--- config.mk ---
export PLATFORM = sky130hd
export DESIGN_NAME = ordered_queue_search_update_delete_flat
export DESIGN_NICKNAME = d
export VERILOG_FILES = /design/src/rtl/oqsud_pkg.sv /design/src/rtl/oqsud_if.sv /design/src/rtl/oqsud_store.sv /design/src/rtl/oqsud_ctrl.sv /design/src/rtl/oqsud_out.sv /design/src/rtl/ordered_queue_search_update_delete.sv /design/src/flat_wrapper.sv
export SDC_FILE = /design/constraint.sdc
export NUM_CORES = 1
export LEC_CHECK = 0
export ABC_CLOCK_PERIOD_IN_PS = 5800
export BUFFER_PORTS_ARGS = -buffer_cell sky130_fd_sc_hd__buf_2
export CAP_MARGIN = 20
export CORE_ASPECT_RATIO = 1.5
export CORE_MARGIN = 2
export CORE_UTILIZATION = 33
export DETAILED_ROUTE_END_ITERATION = 8
export PLACE_DENSITY_LB_ADDON = 0.2
export SKIP_LAST_GASP = 1
export SLEW_MARGIN = 5
export SYNTH_ARGS = -nofsm -noshare
export SYNTH_HDL_FRONTEND = slang
export SYNTH_HIERARCHICAL = 1
export SYNTH_SLANG_ARGS = --single-unit
--- constraint.sdc ---
create_clock -name clk_i -period 5.8 [get_ports clk_i]
set_input_delay 0.58 -clock clk_i [delete_from_list [all_inputs] [get_ports clk_i]]
set_output_delay 0.58 -clock clk_i [all_outputs]
set_load 0.05 [all_outputs]
--- src/rtl/oqsud_pkg.sv ---
// ----------------------------------------------------------------------------
// oqsud_pkg
// Shared constants, codes and types of the ordered queue with search, update
// and delete.
// ----------------------------------------------------------------------------
package oqsud_pkg;

  // Queue geometry
  localparam int unsigned DEPTH  = 16;
  localparam int unsigned IDX_W  = (DEPTH > 1) ? $clog2(DEPTH) : 1;
  localparam int unsigned CNT_W  = $clog2(DEPTH + 1);
  localparam int unsigned DATA_W = 32;
  localparam int unsigned OP_W   = 3;
  localparam int unsigned STAT_W = 2;

  // Command codes
  typedef enum logic [OP_W-1:0] {
    OP_APPEND = 3'd0,
    OP_SEARCH = 3'd1,
    OP_MODIFY = 3'd2,
    OP_DELETE = 3'd3,
    OP_DUMP   = 3'd4
  } opcode_e;

  // Result status codes
  typedef enum logic [STAT_W-1:0] {
    ST_DONE      = 2'd0,
    ST_NOT_FOUND = 2'd1,
    ST_EMPTY     = 2'd2,
    ST_FULL      = 2'd3
  } status_e;

  // Controller states
  typedef enum logic [2:0] {
    S_IDLE,
    S_SCAN,
    S_SHIFT,
    S_DUMP,
    S_RESP
  } state_e;

  // One write port and one read port of the entry store
  typedef struct packed {
    logic              we;
    logic [IDX_W-1:0]  waddr;
    logic [DATA_W-1:0] wdata;
    logic [IDX_W-1:0]  raddr;
  } mem_req_t;

  // One result transaction
  typedef struct packed {
    status_e           status;
    logic [DATA_W-1:0] entry_value;
    logic              last_item;
  } result_t;

endpackage

--- src/rtl/oqsud_if.sv ---
// ----------------------------------------------------------------------------
// oqsud_if
// Valid/ready channels of the queue: the command channel and the result
// channel.
// ----------------------------------------------------------------------------
interface oqsud_cmd_if;
  logic                                  valid;
  logic                                  ready;
  logic [oqsud_pkg::OP_W-1:0]            opcode;
  logic signed [oqsud_pkg::DATA_W-1:0]   key_value;
  logic signed [oqsud_pkg::DATA_W-1:0]   new_value;

  modport source (output valid, output opcode, output key_value, output new_value,
                  input ready);
  modport sink   (input valid, input opcode, input key_value, input new_value,
                  output ready);
endinterface

interface oqsud_rsp_if;
  logic                                  valid;
  logic                                  ready;
  logic [oqsud_pkg::STAT_W-1:0]          status;
  logic signed [oqsud_pkg::DATA_W-1:0]   entry_value;
  logic                                  last_item;

  modport source (output valid, output status, output entry_value, output last_item,
                  input ready);
  modport sink   (input valid, input status, input entry_value, input last_item,
                  output ready);
endinterface

--- src/rtl/oqsud_store.sv ---
// ----------------------------------------------------------------------------
// oqsud_store
// Entry store: DEPTH words, one write and one registered read per cycle.
// ----------------------------------------------------------------------------
module oqsud_store (
  input  logic                            clk_i,
  input  oqsud_pkg::mem_req_t             req_i,
  output logic [oqsud_pkg::DATA_W-1:0]    rdata_o
);

  logic [oqsud_pkg::DATA_W-1:0] mem [oqsud_pkg::DEPTH];
  logic [oqsud_pkg::DATA_W-1:0] rdata_q;

  // Write and read the array
  always_ff @(posedge clk_i) begin
    if (req_i.we) begin
      mem[req_i.waddr] <= req_i.wdata;
    end
    rdata_q <= mem[req_i.raddr];
  end

  assign rdata_o = rdata_q;

endmodule

--- src/rtl/oqsud_ctrl.sv ---
// ----------------------------------------------------------------------------
// oqsud_ctrl
// Command sequencer: appends at the tail and walks the entry store one word
// per cycle to search, modify, delete with shift, and dump (held on stall).
// ----------------------------------------------------------------------------
module oqsud_ctrl (
  input  logic                             clk_i,
  input  logic                             rst_ni,
  input  logic                             cmd_valid_i,
  output logic                             cmd_ready_o,
  input  logic [oqsud_pkg::OP_W-1:0]       cmd_opcode_i,
  input  logic [oqsud_pkg::DATA_W-1:0]     cmd_key_i,
  input  logic [oqsud_pkg::DATA_W-1:0]     cmd_new_i,
  output oqsud_pkg::mem_req_t              mem_req_o,
  input  logic [oqsud_pkg::DATA_W-1:0]     mem_rdata_i,
  output logic                             res_valid_o,
  output oqsud_pkg::result_t               res_o,
  input  logic                             res_ready_i
);

  oqsud_pkg::state_e                state_q, state_d;
  oqsud_pkg::opcode_e               op_q, op_d;
  oqsud_pkg::status_e               status_q, status_d;
  logic [oqsud_pkg::DATA_W-1:0]     key_q, key_d;
  logic [oqsud_pkg::DATA_W-1:0]     nv_q, nv_d;
  logic [oqsud_pkg::IDX_W-1:0]      idx_q, idx_d;
  logic [oqsud_pkg::CNT_W-1:0]      count_q, count_d;

  logic [oqsud_pkg::IDX_W-1:0]      idx_next;
  logic [oqsud_pkg::CNT_W-1:0]      idx_inc;
  logic                             at_last;

  assign idx_next = idx_q + oqsud_pkg::IDX_W'(1);
  assign idx_inc  = oqsud_pkg::CNT_W'(idx_q) + oqsud_pkg::CNT_W'(1);
  assign at_last  = (idx_inc >= count_q);

  // Hold state and count; payload registers need no reset
  always_ff @(posedge clk_i or negedge rst_ni) begin
    if (!rst_ni) begin
      state_q <= oqsud_pkg::S_IDLE;
      count_q <= '0;
    end else begin
      state_q <= state_d;
      count_q <= count_d;
    end
  end

  always_ff @(posedge clk_i) begin
    op_q     <= op_d;
    status_q <= status_d;
    key_q    <= key_d;
    nv_q     <= nv_d;
    idx_q    <= idx_d;
  end

  // Sequence each command
  always_comb begin
    state_d     = state_q;
    op_d        = op_q;
    status_d    = status_q;
    key_d       = key_q;
    nv_d        = nv_q;
    idx_d       = idx_q;
    count_d     = count_q;
    cmd_ready_o = 1'b0;
    mem_req_o   = '0;
    res_valid_o = 1'b0;
    res_o       = '{status: status_q, entry_value: key_q, last_item: 1'b1};

    unique case (state_q)
      oqsud_pkg::S_IDLE: begin
        cmd_ready_o = 1'b1;
        if (cmd_valid_i) begin
          op_d  = oqsud_pkg::opcode_e'(cmd_opcode_i);
          key_d = cmd_key_i;
          nv_d  = cmd_new_i;
          idx_d = '0;
          unique case (cmd_opcode_i) inside
            oqsud_pkg::OP_APPEND: begin
              if (count_q >= oqsud_pkg::CNT_W'(oqsud_pkg::DEPTH)) begin
                status_d = oqsud_pkg::ST_FULL;
              end else begin
                mem_req_o.we    = 1'b1;
                mem_req_o.waddr = count_q[oqsud_pkg::IDX_W-1:0];
                mem_req_o.wdata = cmd_key_i;
                count_d         = count_q + oqsud_pkg::CNT_W'(1);
                status_d        = oqsud_pkg::ST_DONE;
              end
              state_d = oqsud_pkg::S_RESP;
            end
            oqsud_pkg::OP_SEARCH, oqsud_pkg::OP_MODIFY, oqsud_pkg::OP_DELETE: begin
              if (count_q == '0) begin
                status_d = oqsud_pkg::ST_EMPTY;
                state_d  = oqsud_pkg::S_RESP;
              end else begin
                state_d  = oqsud_pkg::S_SCAN;
              end
            end
            oqsud_pkg::OP_DUMP: begin
              if (count_q == '0) begin
                status_d = oqsud_pkg::ST_EMPTY;
                key_d    = '0;
                state_d  = oqsud_pkg::S_RESP;
              end else begin
                state_d  = oqsud_pkg::S_DUMP;
              end
            end
            default: ;  // undefined opcodes: drop silently
          endcase
        end
      end

      // Compare one entry per cycle, prefetch the next
      oqsud_pkg::S_SCAN: begin
        mem_req_o.raddr = idx_next;
        if (mem_rdata_i == key_q) begin
          status_d = oqsud_pkg::ST_DONE;
          if (op_q == oqsud_pkg::OP_MODIFY) begin
            mem_req_o.we    = 1'b1;
            mem_req_o.waddr = idx_q;
            mem_req_o.wdata = nv_q;
          end
          state_d = (op_q == oqsud_pkg::OP_DELETE) ? oqsud_pkg::S_SHIFT
                                                  : oqsud_pkg::S_RESP;
        end else if (at_last) begin
          status_d = oqsud_pkg::ST_NOT_FOUND;
          state_d  = oqsud_pkg::S_RESP;
        end else begin
          idx_d = idx_next;
        end
      end

      // Move each later entry down by one, then drop the tail
      oqsud_pkg::S_SHIFT: begin
        mem_req_o.raddr = idx_q + oqsud_pkg::IDX_W'(2);
        if (at_last) begin
          count_d = count_q - oqsud_pkg::CNT_W'(1);
          state_d = oqsud_pkg::S_RESP;
        end else begin
          mem_req_o.we    = 1'b1;
          mem_req_o.waddr = idx_q;
          mem_req_o.wdata = mem_rdata_i;
          idx_d           = idx_next;
        end
      end

      // Emit one entry per accepted transaction, reread on stall
      oqsud_pkg::S_DUMP: begin
        res_valid_o = 1'b1;
        res_o       = '{status: oqsud_pkg::ST_DONE, entry_value: mem_rdata_i,
                        last_item: at_last};
        mem_req_o.raddr = res_ready_i ? idx_next : idx_q;
        if (res_ready_i) begin
          if (at_last) begin
            state_d = oqsud_pkg::S_IDLE;
          end else begin
            idx_d = idx_next;
          end
        end
      end

      oqsud_pkg::S_RESP: begin
        res_valid_o = 1'b1;
        if (res_ready_i) begin
          state_d = oqsud_pkg::S_IDLE;
        end
      end

      default: begin
        state_d = oqsud_pkg::S_IDLE;
      end
    endcase
  end

endmodule

--- src/rtl/oqsud_out.sv ---
// ----------------------------------------------------------------------------
// oqsud_out
// Output register: holds one result transaction so the sequencer can move on
// while the receiver stalls.
// ----------------------------------------------------------------------------
module oqsud_out (
  input  logic                 clk_i,
  input  logic                 rst_ni,
  input  logic                 res_valid_i,
  input  oqsud_pkg::result_t   res_i,
  output logic                 res_ready_o,
  oqsud_rsp_if.source          rsp_o
);

  logic               valid_q;
  oqsud_pkg::result_t data_q;

  assign res_ready_o = !valid_q || rsp_o.ready;

  // Track occupancy
  always_ff @(posedge clk_i or negedge rst_ni) begin
    if (!rst_ni) begin
      valid_q <= 1'b0;
    end else if (res_ready_o) begin
      valid_q <= res_valid_i;
    end
  end

  // Load payload when the slot frees
  always_ff @(posedge clk_i) begin
    if (res_ready_o && res_valid_i) begin
      data_q <= res_i;
    end
  end

  assign rsp_o.valid       = valid_q;
  assign rsp_o.status      = data_q.status;
  assign rsp_o.entry_value = data_q.entry_value;
  assign rsp_o.last_item   = data_q.last_item;

endmodule

--- src/rtl/ordered_queue_search_update_delete.sv ---
// ----------------------------------------------------------------------------
// ordered_queue_search_update_delete
// Ordered queue of up to DEPTH signed 32-bit values with search, modify,
// delete and dump.
// ----------------------------------------------------------------------------
// Usage:
//   cmd_i carries one command per transaction (opcode, key_value, new_value).
//   rsp_o returns results (status, entry_value, last_item); every command
//   except an undefined opcode gives one result, a dump of a non-empty queue
//   one per entry with last_item on the final one.
// Operation:
//   Search, modify and delete read one entry per cycle from the single read
//   port of the entry store; a delete that finds its key then shifts each
//   later entry down, one entry per cycle. A dump sends one entry per cycle
//   while the output register accepts and waits while it is stalled.
//   One command is worked on at a time; the next is taken in the cycle after
//   the last result has moved into the output register.
// Reset clears the entry count and the control state; the store keeps its
// contents, whose words beyond the count are never used.
// A stalled receiver holds the output register; the sequencer waits behind it
// and a dump resumes at the stalled entry.
// ----------------------------------------------------------------------------
module ordered_queue_search_update_delete (
  input  logic          clk_i,
  input  logic          rst_ni,
  oqsud_cmd_if.sink     cmd_i,
  oqsud_rsp_if.source   rsp_o
);

  oqsud_pkg::mem_req_t             mem_req;
  logic [oqsud_pkg::DATA_W-1:0]    mem_rdata;
  logic                            res_valid;
  logic                            res_ready;
  oqsud_pkg::result_t              res;

  oqsud_ctrl u_ctrl (
    .clk_i        (clk_i),
    .rst_ni       (rst_ni),
    .cmd_valid_i  (cmd_i.valid),
    .cmd_ready_o  (cmd_i.ready),
    .cmd_opcode_i (cmd_i.opcode),
    .cmd_key_i    (cmd_i.key_value),
    .cmd_new_i    (cmd_i.new_value),
    .mem_req_o    (mem_req),
    .mem_rdata_i  (mem_rdata),
    .res_valid_o  (res_valid),
    .res_o        (res),
    .res_ready_i  (res_ready)
  );

  oqsud_store u_store (
    .clk_i   (clk_i),
    .req_i   (mem_req),
    .rdata_o (mem_rdata)
  );

  oqsud_out u_out (
    .clk_i       (clk_i),
    .rst_ni      (rst_ni),
    .res_valid_i (res_valid),
    .res_i       (res),
    .res_ready_o (res_ready),
    .rsp_o       (rsp_o)
  );

endmodule

--- src/flat_wrapper.sv ---
// flat-port wrapper written by rule: the top's interface ports become plain ports
module ordered_queue_search_update_delete_flat 
  (clk_i, rst_ni, cmd_i_valid, cmd_i_opcode, cmd_i_key_value, cmd_i_new_value, cmd_i_ready, rsp_o_valid, rsp_o_status, rsp_o_entry_value, rsp_o_last_item, rsp_o_ready);
  oqsud_cmd_if cmd_i_i ();
  oqsud_rsp_if rsp_o_i ();
  input  logic clk_i;
  input  logic rst_ni;
  input wire logic [$bits(cmd_i_i.valid)-1:0] cmd_i_valid;
  input wire logic [$bits(cmd_i_i.opcode)-1:0] cmd_i_opcode;
  input wire logic [$bits(cmd_i_i.key_value)-1:0] cmd_i_key_value;
  input wire logic [$bits(cmd_i_i.new_value)-1:0] cmd_i_new_value;
  output wire logic [$bits(cmd_i_i.ready)-1:0] cmd_i_ready;
  output wire logic [$bits(rsp_o_i.valid)-1:0] rsp_o_valid;
  output wire logic [$bits(rsp_o_i.status)-1:0] rsp_o_status;
  output wire logic [$bits(rsp_o_i.entry_value)-1:0] rsp_o_entry_value;
  output wire logic [$bits(rsp_o_i.last_item)-1:0] rsp_o_last_item;
  input wire logic [$bits(rsp_o_i.ready)-1:0] rsp_o_ready;
  assign cmd_i_i.valid = cmd_i_valid;
  assign cmd_i_i.opcode = cmd_i_opcode;
  assign cmd_i_i.key_value = cmd_i_key_value;
  assign cmd_i_i.new_value = cmd_i_new_value;
  assign cmd_i_ready = cmd_i_i.ready;
  assign rsp_o_valid = rsp_o_i.valid;
  assign rsp_o_status = rsp_o_i.status;
  assign rsp_o_entry_value = rsp_o_i.entry_value;
  assign rsp_o_last_item = rsp_o_i.last_item;
  assign rsp_o_i.ready = rsp_o_ready;
  ordered_queue_search_update_delete u_core (.clk_i(clk_i), .rst_ni(rst_ni), .cmd_i(cmd_i_i), .rsp_o(rsp_o_i));
endmodule
-- Word level (Yosys, flattened, before mapping)
Memories as Yosys holds them, arrays and structs flattened. A register that Yosys moved wholly into a read port is not among the register bits.
Index checks and enable logic that the tools add are counted.
- input bits: 71
- memory bits (writable): 512
- word-level logic and storage cells: 103
- latch bits: 0
- output and inout bits: 37
- memories: 1
- ROM bits: 0
- register bits after elaboration: 117
- $mul: 0
- div/mod/pow operators: 0
- equality and inequality tests: 23
- reductions and logical operators: 17
- muxes and demuxes: 44
- bitwise logic cells: 0
- add/subtract/negate cells: 5
- shift-type cells: 0
- magnitude comparators: 2
- memory list (name ; words ; bits a word ; read ports ; clocked after memory_dff ; write ports ; RTL line ; text):
    u_core.u_store.mem ; 16 ; 32 ; 1 ; 1 ; 1 ; oqsud_store.sv:11 ; logic [oqsud_pkg::DATA_W-1:0] mem [oqsud_pkg::DEPTH];
- operators with widths (operator ; number):
    37-bit two-way mux ; 6
    37-bit one-hot mux with 3 select lines ; 1
    32-bit two-way mux ; 2
    33-bit two-way mux ; 1
    32-bit == test ; 1
    3-bit two-way mux ; 9
    4-bit two-way mux ; 5
    5-bit two-way mux ; 4
    3-bit by 2-bit == test with 1-bit output, second input constant ; 6
    2-bit != test, second input constant ; 8
    4-bit one-hot mux with 4 select lines ; 1
    3-bit one-hot mux with 5 select lines ; 1
    5-bit AND reduction ; 3
    4-bit one-hot mux with 3 select lines ; 1
    2-bit two-way mux ; 5
    5-bit one-hot mux with 2 select lines ; 1
    3-bit != test, second input constant ; 3
    3-bit one-hot mux with 3 select lines ; 1
    2-bit one-hot mux with 2 select lines ; 2
    3-bit by 1-bit == test with 1-bit output, second input constant ; 2
    3-bit == test, second input constant ; 2
    3-bit logical NOT ; 2
    4-bit by 1-bit adder with 5-bit output, second input constant ; 1
    5-bit by 1-bit adder with 5-bit output, second input constant ; 1
    18 further kinds ; 22

-- Logic depth before layout (Yosys ltp)
- depth after elaboration: 7
- gate-level depth with buffers: 13
- depth with buffers taken out: 12

-- Cells and area by module
The synthesis kept the hierarchy.
- by module, submodules not included (module ; cells each ; instances ; area each (um^2)):
    oqsud_store ; 838 ; 1 ; 19835.3
    oqsud_ctrl ; 406 ; 1 ; 4809.6
    oqsud_out ; 39 ; 1 ; 1104.8

-- Worst setup path before layout
OpenSTA, ideal clock, no wires.
- path type: flip-flop to flip-flop
- start: reg u_core.u_ctrl.state_q[1]
- end: mem u_core/u_store/mem[0][0] (netlist bit), enable pin
- data required time: 5339 ps
- data arrival time: 5151 ps
- stages on the path, launching flop included: 8
- setup slack: 188 ps
- cells stage by stage: dfrtp_1 buf_2 nor3_1 and3_1 buf_2 or3_2 or3b_2 nor3_1
- RTL lines (item ; RTL line ; text):
    start, declared ; oqsud_ctrl.sv:21 ; oqsud_pkg::state_e state_q, state_d;
    start signal, assigned ; oqsud_ctrl.sv:40 ; state_q <= oqsud_pkg::S_IDLE;
    start signal, assigned ; oqsud_ctrl.sv:43 ; state_q <= state_d;
    end, declared ; oqsud_store.sv:11 ;

==> flow_summary.yaml <==
worst_setup_path:
  worstPathArrival_ps: 4640
  worstPathRequired_ps: 6100
  worstSetupStartpoint: "u_core/u_ctrl/key_q[1]"
  criticalPathCategory: "register to register"
  worstSetupEndpointType: "register"
  worst-path-max-fanout: 18
  start_kind: "register"
  reg2reg_from: "u_core/u_ctrl/key_q[1]"
placed_design:
  numPortBuffers: 107
  pre_cts_slack_ps: 1342
  dp_hpwl_mm: 42.23
  routabilityCongestion: 0.8032
yosys:
  synthesis.nets: 1366
  synth-async-reset-ratio: 0.01362
  synth-seq-cells: 661
  avgSynthCellArea_sq_um: 20.07
  syn-cell-area_sq_um: 25750
  synth_ff_type: "edfxtp_1"
  ys_warn_count: 6
  synth.most_common_cell: "edfxtp_1"
  yosys-top-cells-area: "edfxtp_1, mux4_2, dfxtp_1"
  synth-edff-count: 620
  seq_area_frac_synth: 0.7567
  synth_area_leader_cell: "edfxtp_1"
  synth_commonest_cells: "edfxtp_1, mux4_2, a22oi_1, nand2_1, inv_1"
  synthDistinctLibCells: 63
  synthCells: 1283
  synth_top_area_frac: 0.7230
global_routing:
  grt_use_met2: 0.2869
  grt.overflow.total: 0
  grtUsageMet3: 0.02306
  grtUsageTotal: 0.1722
  antenna_found_initial: 2
  grt_pass1_wl_mm: 98.85
  grt_pass1_vias: 13920
  top_usage_layer: "met2"
  met1_usage: 0.2278
  grt_max_degree: 61
clock_network:
  cts_made_buffers: 67
  cts_tree: "yes"
  cts_resized: 0
  cts-root-buf: "clkbuf_16"
  clk_pin_slew_ps: 60
  insertion_delay_ps: 610
  clkSinkCount: 661
  clk_path_buf_depth: 3
  htree_levels: 3
  postCtsSetupRepairBufs: 0
outcome:
  status: "finished clean"
route:
  ant_nets: 0
  wirelength_mm: 68.30
  routedWlPerCell_microns: 27.31
  drt-vias-per-instance: 5.234
  drt_iter0_drc: 1408
  num_vias: 13090
  remaining_drc_errors: 0
  firstDrtPassIters: 6
sta:
  fmax_ghz: 0.2301
  relSlewSlack: 0.4307
  rsz0062_at_grt: "false"
  final_max_slew_viol_count: 0
  fin_tns_setup_ps: 0
  setup_viol: 0
  period_minus_slack_ps: 4345
  finalHoldViolCount: 0
  post-route-period-util: 0.7492
  fin_skew_ps: 34.25
  worstMarginPinSlew_ps: 852.1
  holdWs_ps: 143.2
  layout_setup_ws_ps: 1455
die:
  fp.dieW_microns: 232.1
  rows: 125
  die_area_sq_um: 80330
  core-area_sq_um: 77420
  die_h_microns: 346.1
  start_util: 0.3326
  io_pins: 108
cells_and_area:
  drive_above_1_share: 0.2983
  num-fill-cells: 7067
  final_nets: 1519
  antenna_cells: 0
  area_delta_synth_final_pct: 16.19
  postLayoutCoreUtil: 0.3865
worst_hold_path:
  min_path_type: "input pin to register"
  hp-start: "cmd_i_new_value[13]"
job:
  maxCapViolations: 0
power:
  p_total_mw: 14.59
  ir_worst_vdd_mv: 0.3367
  p_leak_nw: 9.705
  powerDensity_nw_per_um2: 487.6
## timing repair
item	in CTS	in global routing
endpoints found under the setup margin	0	0
hold buffers	1	0
hold endpoints to repair	9	0
## path summary, 6_finish.rpt
kind / end / slack (ps) / cells past startpoint
max in group asynchronous: u_core/u_ctrl/count_q[0] / 5230 / 2
setup reg to reg: u_core/u_store/mem[7][14] / 1450 / 9
min in group asynchronous: u_core/u_ctrl/count_q[1] / 370 / 2
hold reg to reg: u_core/u_out/rsp_o.status[0] / 520 / 1
setup / recovery: u_core/u_store/mem[7][14] / 1450 / 9
hold / removal: u_core/u_ctrl/nv_q[13] / 140 / 1
## layout by cell type (no fill, tap or decap), types with 11 or more instances in the layout
| cell type | n |
|---|---|
| clkbuf_1 | 14 |
| xor2_1 | 37 |
| inv_1 | 40 |
| buf_4 | 33 |
| mux4_2 | 128 |
| nand2_1 | 45 |
| dfxtp_1 | 32 |
| edfxtp_1 | 620 |
| ha_1 | 11 |
| nor2b_1 | 33 |
| buf_2 | 108 |
| nor2_4 | 14 |
| mux2_2 | 32 |
| a22oi_1 | 64 |
| a222oi_1 | 33 |
| clkbuf_16 | 67 |
## layout make-up
cell class                      instances  area [sq um]  area share
Clock buffer                           89          1839     0.06148
Clock inverter                         29         292.8    0.009786
Inverter                               42         158.9    0.005311
Multi-Input combinational cell        515          5934      0.1984
Sequential cell                       661         19480      0.6512
Tap cell                             1016          1271     0.04249
Timing Repair Buffer                  149         938.4     0.03136
## stage by stage
step | area (sq um) | cells
floorplan | 25750 | 1283
global placement | 27750 | 2380
detailed placement | 27770 | 2381
CTS | 29910 | 2500
global route | 29920 | 2501
finish | 29920 | 2501
## layer usage
layer / up-vias / part of all wire
li1: 5573 / -
met1: 6963 / 0.42
met2: 461 / 0.50
met3: 94 / 0.049
met4: 0 / 0.031
met5: - / 0
## power breakdown
group | internal (mW) | leakage, nW | total, mW | switching [mW]
clock network | 2.46 | 1.02 | 4.26 | 1.80
registers | 5.73 | 5.81 | 6.04 | 0.309
logic | 1.72 | 2.88 | 4.28 | 2.56
total | 9.92 | 9.71 | 14.6 | 4.67
## registers in the layout (all words and copies together) (netlist names)
signal / count
u_core/u_ctrl/count_q: 5
u_core/u_ctrl/idx_q: 4
u_core/u_ctrl/key_q: 32
u_core/u_ctrl/nv_q: 32
u_core/u_ctrl/op_q: 3
u_core/u_ctrl/state_q: 3
u_core/u_ctrl/status_q: 2
u_core/u_out/rsp_o.entry_value: 32
u_core/u_out/rsp_o.last_item: 1
u_core/u_out/rsp_o.status: 2
u_core/u_out/rsp_o.valid: 1
u_core/u_store/mem: 512
u_core/u_store/rdata_o: 32
## cells by family after synthesis
| family | after synthesis | share of synthesized area |
|---|---|---|
| simple gates | 161 | 0.03367 |
| buf+inv | 107 | 0.01924 |
| flops | 661 | 0.7567 |
| fa+ha+maj | 13 | 0.006511 |
| xor+xnor | 42 | 0.01429 |
| compound gates | 136 | 0.04247 |
| mux | 163 | 0.1272 |
## critical path: stages (launching register included)
cell	delay, ps
edfxtp_1	400
xor2_1	240
nor4_1	670
nand4_1	450
nor3_4	350
or2_1	190
a22o_1	330
nand2_1	320
nor2_4	740
buf_4	310
Note: power is estimated with default switching activity, not from simulation.
